--- src/rtl/core/jsrg_pkg.sv ---
// ============================================================================
// jsrg_pkg
// shared types, constants and the microprogram of the setpoint ramp generator
// ============================================================================
`timescale 1ns / 1ps
`default_nettype none

package jsrg_pkg;

    localparam int PERIOD_MS_DEFAULT = 1;

    // input item kinds
    localparam logic [1:0] FUNC_TICK  = 2'd0;
    localparam logic [1:0] FUNC_HOME  = 2'd1;
    localparam logic [1:0] FUNC_FORCE = 2'd2;

    // configuration register indexes
    localparam logic [2:0] REG_STROKE_MAX  = 3'd0;
    localparam logic [2:0] REG_STROKE_MIN  = 3'd1;
    localparam logic [2:0] REG_SPEED_LIMIT = 3'd2;
    localparam logic [2:0] REG_ACCEL_LIMIT = 3'd3;
    localparam logic [2:0] REG_ACCEL_RECIP = 3'd4;
    localparam logic [2:0] REG_BRAKE_WIN   = 3'd5;

    // configuration reset values
    localparam logic [30:0] ACCEL_LIMIT_RST = 31'd65536;
    localparam logic [30:0] ACCEL_RECIP_RST = 31'd65536;
    localparam logic [30:0] BRAKE_WIN_RST   = 31'd655360;

    // time step divide by 1000, split as quotient and remainder
    localparam int          TS_DIV      = 1000;
    localparam int          DIV_M_W     = 29;
    localparam logic [28:0] DIV_M       = 29'h10624DD3;
    localparam int          DIV_SHIFT   = 38;
    localparam int          SMALL_M_W   = 21;
    localparam logic [20:0] SMALL_M     = 21'd1073742;
    localparam int          SMALL_SHIFT = 30;

    typedef logic [4:0] step_t;

    typedef enum logic [4:0] {
        OP_NOP,
        OP_TARGET,
        OP_ERR,
        OP_PRED,
        OP_BRAKE,
        OP_ACLAMP,
        OP_TS_ABS,
        OP_TS_MUL1,
        OP_TS_SPLIT,
        OP_TS_MUL2,
        OP_TS_MUL3,
        OP_TS_SUM,
        OP_TS_SIGN,
        OP_VEL_ADD,
        OP_VEL_CLAMP,
        OP_POS_ADD,
        OP_POS_CLIP,
        OP_SET_POS
    } op_t;

    typedef enum logic [1:0] {
        C_NEXT,
        C_ALWAYS,
        C_NOT_TICK,
        C_PASS2
    } cond_t;

    typedef struct packed {
        op_t   op;
        cond_t cond;
        step_t target;
        logic  last;
    } ucode_t;

    typedef struct packed {
        logic        load;
        op_t         op;
    } dp_ctrl_t;

    typedef struct packed {
        logic not_tick;
        logic pass2;
    } dp_flags_t;

    typedef struct packed {
        logic signed [31:0] pos;
        logic signed [31:0] vel;
        logic               homed;
    } dp_state_t;

    typedef struct packed {
        logic busy;
        logic done;
    } seq_status_t;

    typedef struct packed {
        logic signed [31:0] stroke_max;
        logic signed [31:0] stroke_min;
        logic [30:0]        speed_limit;
        logic [30:0]        accel_limit;
        logic [30:0]        accel_recip;
        logic [30:0]        brake_window;
    } cfg_t;

    // program labels
    localparam step_t STEP_NONE   = 5'd0;
    localparam step_t STEP_TS     = 5'd6;
    localparam step_t STEP_POS    = 5'd15;
    localparam step_t STEP_SETPOS = 5'd17;

    function automatic ucode_t jsrg_ucode(input step_t step);
        ucode_t uc;
        uc = '{OP_NOP, C_NEXT, STEP_NONE, 1'b0};
        unique case (step)
            5'd0:  uc = '{OP_NOP,       C_NOT_TICK, STEP_SETPOS, 1'b0};
            5'd1:  uc = '{OP_TARGET,    C_NEXT,     STEP_NONE,   1'b0};
            5'd2:  uc = '{OP_ERR,       C_NEXT,     STEP_NONE,   1'b0};
            5'd3:  uc = '{OP_PRED,      C_NEXT,     STEP_NONE,   1'b0};
            5'd4:  uc = '{OP_BRAKE,     C_NEXT,     STEP_NONE,   1'b0};
            5'd5:  uc = '{OP_ACLAMP,    C_NEXT,     STEP_NONE,   1'b0};
            5'd6:  uc = '{OP_TS_ABS,    C_NEXT,     STEP_NONE,   1'b0};
            5'd7:  uc = '{OP_TS_MUL1,   C_NEXT,     STEP_NONE,   1'b0};
            5'd8:  uc = '{OP_TS_SPLIT,  C_NEXT,     STEP_NONE,   1'b0};
            5'd9:  uc = '{OP_TS_MUL2,   C_NEXT,     STEP_NONE,   1'b0};
            5'd10: uc = '{OP_TS_MUL3,   C_NEXT,     STEP_NONE,   1'b0};
            5'd11: uc = '{OP_TS_SUM,    C_NEXT,     STEP_NONE,   1'b0};
            5'd12: uc = '{OP_TS_SIGN,   C_PASS2,    STEP_POS,    1'b0};
            5'd13: uc = '{OP_VEL_ADD,   C_NEXT,     STEP_NONE,   1'b0};
            5'd14: uc = '{OP_VEL_CLAMP, C_ALWAYS,   STEP_TS,     1'b0};
            5'd15: uc = '{OP_POS_ADD,   C_NEXT,     STEP_NONE,   1'b0};
            5'd16: uc = '{OP_POS_CLIP,  C_NEXT,     STEP_NONE,   1'b1};
            5'd17: uc = '{OP_SET_POS,   C_NEXT,     STEP_NONE,   1'b1};
            default: uc = '{OP_NOP,     C_NEXT,     STEP_NONE,   1'b1};
        endcase
        return uc;
    endfunction

endpackage

`default_nettype wire

--- src/rtl/core/jsrg_sequencer.sv ---
// ============================================================================
// jsrg_sequencer
// step counter, microprogram fetch and conditional jumps
// ============================================================================
`timescale 1ns / 1ps
`default_nettype none

module jsrg_sequencer
    import jsrg_pkg::*;
(
    input  wire logic        clk,
    input  wire logic        rst_n,
    input  wire logic        start,
    input  wire logic        out_free,
    input  wire dp_flags_t   flags,
    output dp_ctrl_t         ctrl,
    output seq_status_t      status
);

    typedef enum logic [1:0] {
        S_IDLE,
        S_RUN,
        S_FINISH
    } seq_state_t;

    seq_state_t state_reg, state_next;
    step_t      step_reg, step_next;
    ucode_t     uc;
    logic       jump;

    assign uc = jsrg_ucode(step_reg);

    always_comb
    begin
        unique case (uc.cond)
            C_NEXT:     jump = 1'b0;
            C_ALWAYS:   jump = 1'b1;
            C_NOT_TICK: jump = flags.not_tick;
            C_PASS2:    jump = flags.pass2;
            default:    jump = 1'b0;
        endcase
    end

    always_comb
    begin
        state_next  = state_reg;
        step_next   = step_reg;
        ctrl.load   = 1'b0;
        ctrl.op     = OP_NOP;
        status.done = 1'b0;
        status.busy = (state_reg != S_IDLE);
        unique case (state_reg)
            S_IDLE:
            begin
                if (start)
                begin
                    ctrl.load  = 1'b1;
                    state_next = S_RUN;
                    step_next  = '0;
                end
            end
            S_RUN:
            begin
                ctrl.op = uc.op;
                if (uc.last)
                    state_next = S_FINISH;
                else if (jump)
                    step_next = uc.target;
                else
                    step_next = step_reg + 5'd1;
            end
            S_FINISH:
            begin
                if (out_free)
                begin
                    status.done = 1'b1;
                    state_next  = S_IDLE;
                end
            end
            default: state_next = S_IDLE;
        endcase
    end

    always_ff @(posedge clk or negedge rst_n)
    begin
        if (!rst_n)
        begin
            state_reg <= S_IDLE;
            step_reg  <= '0;
        end
        else
        begin
            state_reg <= state_next;
            step_reg  <= step_next;
        end
    end

endmodule

`default_nettype wire

--- config.mk ---
export PLATFORM = sky130hd
export DESIGN_NAME = jsrg_sequencer
export DESIGN_NICKNAME = d
export VERILOG_FILES = /design/src/rtl/core/jsrg_pkg.sv /design/src/rtl/core/jsrg_sequencer.sv
export SDC_FILE = /design/constraint.sdc
export NUM_CORES = 1
export LEC_CHECK = 0
export BUFFER_PORTS_ARGS = -buffer_cell sky130_fd_sc_hd__buf_4
export CORE_MARGIN = 5
export CORE_UTILIZATION = 35
export DETAILED_ROUTE_END_ITERATION = 8
export GPL_TIMING_DRIVEN = 0
export PLACE_DENSITY = 0.68
export SYNTH_ARGS = -nofsm -noshare
export SYNTH_HDL_FRONTEND = slang
export SYNTH_SLANG_ARGS = --single-unit
--- constraint.sdc ---
create_clock -name clk -period 4.4 [get_ports clk]
set_input_delay 0.22 -clock clk [delete_from_list [all_inputs] [get_ports clk]]
set_output_delay 0.22 -clock clk [all_outputs]
set_load 0.1 [all_outputs]
# Word level (Yosys, flattened, before mapping)
# Memories as Yosys holds them, arrays and structs flattened.
# Cells that the tools add are included.
# op_classes
n_eq_ne	9
addsub	1
n_mux	14
reduce_logical	6
# op_table
op	n
$mux W5	4
$pmux W5 S2	1
$ne A2 B2 Y1 const B	4
$eq A2 B2 Y1 const B	3
$mux W2	3
$pmux W2 S3	1
$reduce_and A3 Y1	2
$add A5 B1 Y5 const B	1
$eq A2 B1 Y1 const B	2
$logic_not A2 Y1	2
$mux W1	4
$pmux W1 S4	1
$reduce_bool A2 Y1	2
# totals
wordCells	33
regBits	7
out_inout_bits	8
mem_count	1
in_bits	6
rom_bits	416
# mem_list
memory	words	width	read_ports	rd_ports_with_merged_regs	wr	line_no	text
(no name shown)	32	13	1	0	0	jsrg_pkg.sv:115	unique case (step)

# Longest topological paths before layout
# An unclocked memory read counts as a cell.
# depth
word_depth	6
mapped_depth	6
depth_no_buf	6

# Least setup slack after synthesis
# No wires, ideal clock.
# synth_path
path_kind	reg-to-output
startpoint	reg state_reg[1]
endpoint	out ctrl[4] in the netlist's numbering
path_buffers	0
arrival_time_ns	3.457
path_slack_ns	0.723
path_stages_with_launch	4
t_required_ns	4.180
path_cell_list	dfrtp_1 nor2b_1 nand2_1 nor4_1
# synth_lines
element	line_no	text
from (decl)	jsrg_sequencer.sv:26	seq_state_t state_reg, state_next;
from (signal assigned)	jsrg_sequencer.sv:93	state_reg <= state_next;
to (decl)	jsrg_sequencer.sv:16	output dp_ctrl_t ctrl,

# Final worst setup path
# layout_path
startpoint	reg step_reg[0]
endpoint	reg step_reg[3]
# layout_between
elab_chain_cells	6
word_cells_on_any_way	12
cone_classes	1 x add/sub; 4 x eq/ne; 4 x mux; 2 x reduce/logical; 1 x memory
# layout_lines
element	line_no	text
from (decl)	jsrg_sequencer.sv:27	step_t step_reg, step_next;
from (signal assigned)	jsrg_sequencer.sv:94	step_reg <= step_next;
$mem_v2 Z32 W13	-	
$eq A2 B2 Y1 (tied with other cells)	jsrg_sequencer.sv:35	unique case (uc.cond)
$pmux W1 S4	jsrg_sequencer.sv:35	
$mux W5	jsrg_sequencer.sv:67	else if (jump)
$mux W5	jsrg_sequencer.sv:65	if (uc.last)
$pmux W5 S2	jsrg_sequencer.sv:52	unique case (state_reg)
# Several ways; a longest one is shown, not always the timed one. The select of a mux whose other input is x is not followed.
# A chain may end at the register's enable or synchronous reset.

==> reports/qor.txt <==
Final ANT Viol Nets: 0
crit path max fanout: 10
Area growth, synth to finish: 29.2%
clk buf depth: 2
Tcrit/Tclk final: 47.8%
Final Max Slew Viols: 0
Worst-Skew Late Latency: 0.24 ns
layout cell share with drive strength beyond 1: 29.3%
die area: 2380 µm²
CTS tree: yes
run status: finished clean
critical path launch point: step_reg[0]$_DFFE_PN0P_
final RePlAce weighted congestion: 0.822
IO buf count: 13
Tot GR Track Use: 10.9%
worst r2r src: step_reg[0]$_DFFE_PN0P_
max FFs per register: 5
Ports: 14
final instance area: 681 µm²
Critical Path Sink: step_reg[3]$_DFFE_PN0P_
Detailed Route Iter0 Violations: 3
Distinct cells, synth: 30
achievable frequency: 476 MHz
initial antenna violation count: 0
GRT Residual Overflow: 0
DRC viols: 0
FF+latch count, synth: 7
worst path required time: 4.53 ns
sequential share of the synthesized area: 33.3%
Die X-Extent: 48.8 µm
CTS Root Buffer Type: clkbuf_4
WL/cell: 12.9 µm
CP arrival: 2.23 ns
Worst-path clk slew: 0.05 ns
height of the die: 48.8 µm
vias: 511
clock skew: 0.000871 ns
final wirelength: 1260 µm
CTS buffer count: 3
Core Box Area: 1470 µm²
vias in the first global route: 488
Hold Path Class: input pin to register
R2R setup slack: 2.30 ns
CTS H-Tree Depth: 1
commonest non-fill, non-tap cells in the layout: buf_4, inv_1, dfrtp_1
endpoint class of the critical path: register
DRT Pass-1 Iters: 4
CP Launch Type: register
maxcap violations: 0
fillcell total: 153
Syn Inst Count: 64
min cycle time layout: 2.10 ns
Post-Syn Area: 527 µm²
first-pass GRT wire length: 2100 µm
Vias per Instance: 5.21
cell row count: 14
Sum Neg Setup Slack: 0 ns
Reg-to-Reg End: step_reg[3]$_DFFE_PN0P_
Setup violations, final: 0
Relative slew margins: 79.6%
R2R depth: 6
clock sink count: 7
Avg Cell Area, Syn: 8.23 µm²
Worst Max-Slew Pin Slew: 0.305 ns
largest net degree at the start of global routing: 11
Yosys warning total: 0
commonest non-fill, non-tap cell in the layout: buf_4
Layout Nets: 92
Crit Path Class: register to register
syn nets: 73
final hold vios: 0
RSZ-0062 raised after global routing: no
Initial Utilization: 35.8%
hpwl dp: 955 µm
DP Area: 644 µm²
diode count: 0
-- what timing repair did --
item | 4_1_cts | 5_1_grt
setup endpoints to repair | 0 | 0
buffers inserted | 0 | 0
endpoints found under the hold margin | 7 | 0
gates resized for setup | 0 | 0
hold buffers | 1 | 0
-- through the flow --
stage	std cells	utilization (%)	setup WS (ns)	hold slack, ns
floorplan	64	-	0.723	-0.0756
global placement	93	43.8	2.32	0.0372
detailed placement	93	43.8	2.30	0.0382
CTS	98	46.3	2.30	0.181
global route	98	46.3	2.22	0.175
finish	98	46.3	2.30	0.179
-- cell families (layout without fill, tap and decap cells) --
kind of cell / count (synthesis) / in the layout / synth area share, %
simple gates: 29 / 29 / 32.8
compound gates: 16 / 16 / 20.2
buf+inv: 9 / 27 / 6.65
flops: 7 / 7 / 33.3
fa+ha+maj: 3 / 3 / 7.13
-- synth_stat cells (all sizes together) --
library cell,number,area (µm²)
ha,3,37.5
nor2b,2,15.0
a22o,1,8.76
nor2,4,15.0
a31oi,2,12.5
nor4,2,12.5
o22ai,1,6.26
dfrtp,7,175
and2,5,33.8
inv,7,26.3
nand3,4,20.0
or4,1,11.3
buf,1,5.00
nand2,6,22.5
and3,1,7.51
o21ai,5,28.8
a32oi,1,8.76
a211o,1,8.76
a21boi,1,7.51
and3b,1,8.76
a41o,1,10.0
nor3b,2,20.0
a21oi,3,15.0
nand2b,1,6.26
clkinv,1,3.75
-- routing by layer --
layer | global-route usage (%) | up-vias | wire length, µm
met5 | 0 | - | 0
met1 | 13.4 | 232 | 562
li1 | - | 263 | -
met2 | 17.4 | 14 | 638
met3 | 4.28 | 2 | 54
met4 | 3.59 | 0 | 8
-- worst max-delay path, cell delays in order (launching register included) --
cell and delay (ns):
dfrtp_1 0.51, inv_1 0.10, ha_1 0.25, nor2b_2 0.16, or4_4 0.46, a41o_1 0.23
a211o_1 0.28
-- how the worst min path moves through the flow --
stage	start	end	slack, ns	depth (start not counted)
final	out_free	state_reg[1]$_DFFE_PN0P_	0.18	2
after global routing	out_free	state_reg[1]$_DFFE_PN0P_	0.18	2
after CTS	out_free	state_reg[1]$_DFFE_PN0P_	0.18	2
after detailed placement	rst_n	state_reg[1]$_DFFE_PN0P_	0.04	1
after global placement	rst_n	state_reg[1]$_DFFE_PN0P_	0.04	1
after floorplan	rst_n	state_reg[0]$_DFFE_PN0P_	-0.08	0
-- cell type report --
class / count / area [µm²] / area share, %
plain buffers: 1 / 5.00 / 0.735
clock buffers: 4 / 26.3 / 3.86
inverters: 8 / 30.0 / 4.41
multi-input cells: 48 / 317 / 46.5
flip-flops and latches: 7 / 175 / 25.7
well taps: 16 / 20.0 / 2.94
repair buffers: 14 / 108 / 15.8
Power is left out: the tool's default activity adds up to more than one toggle a clock period on the data nets, which glitch-free logic cannot reach.
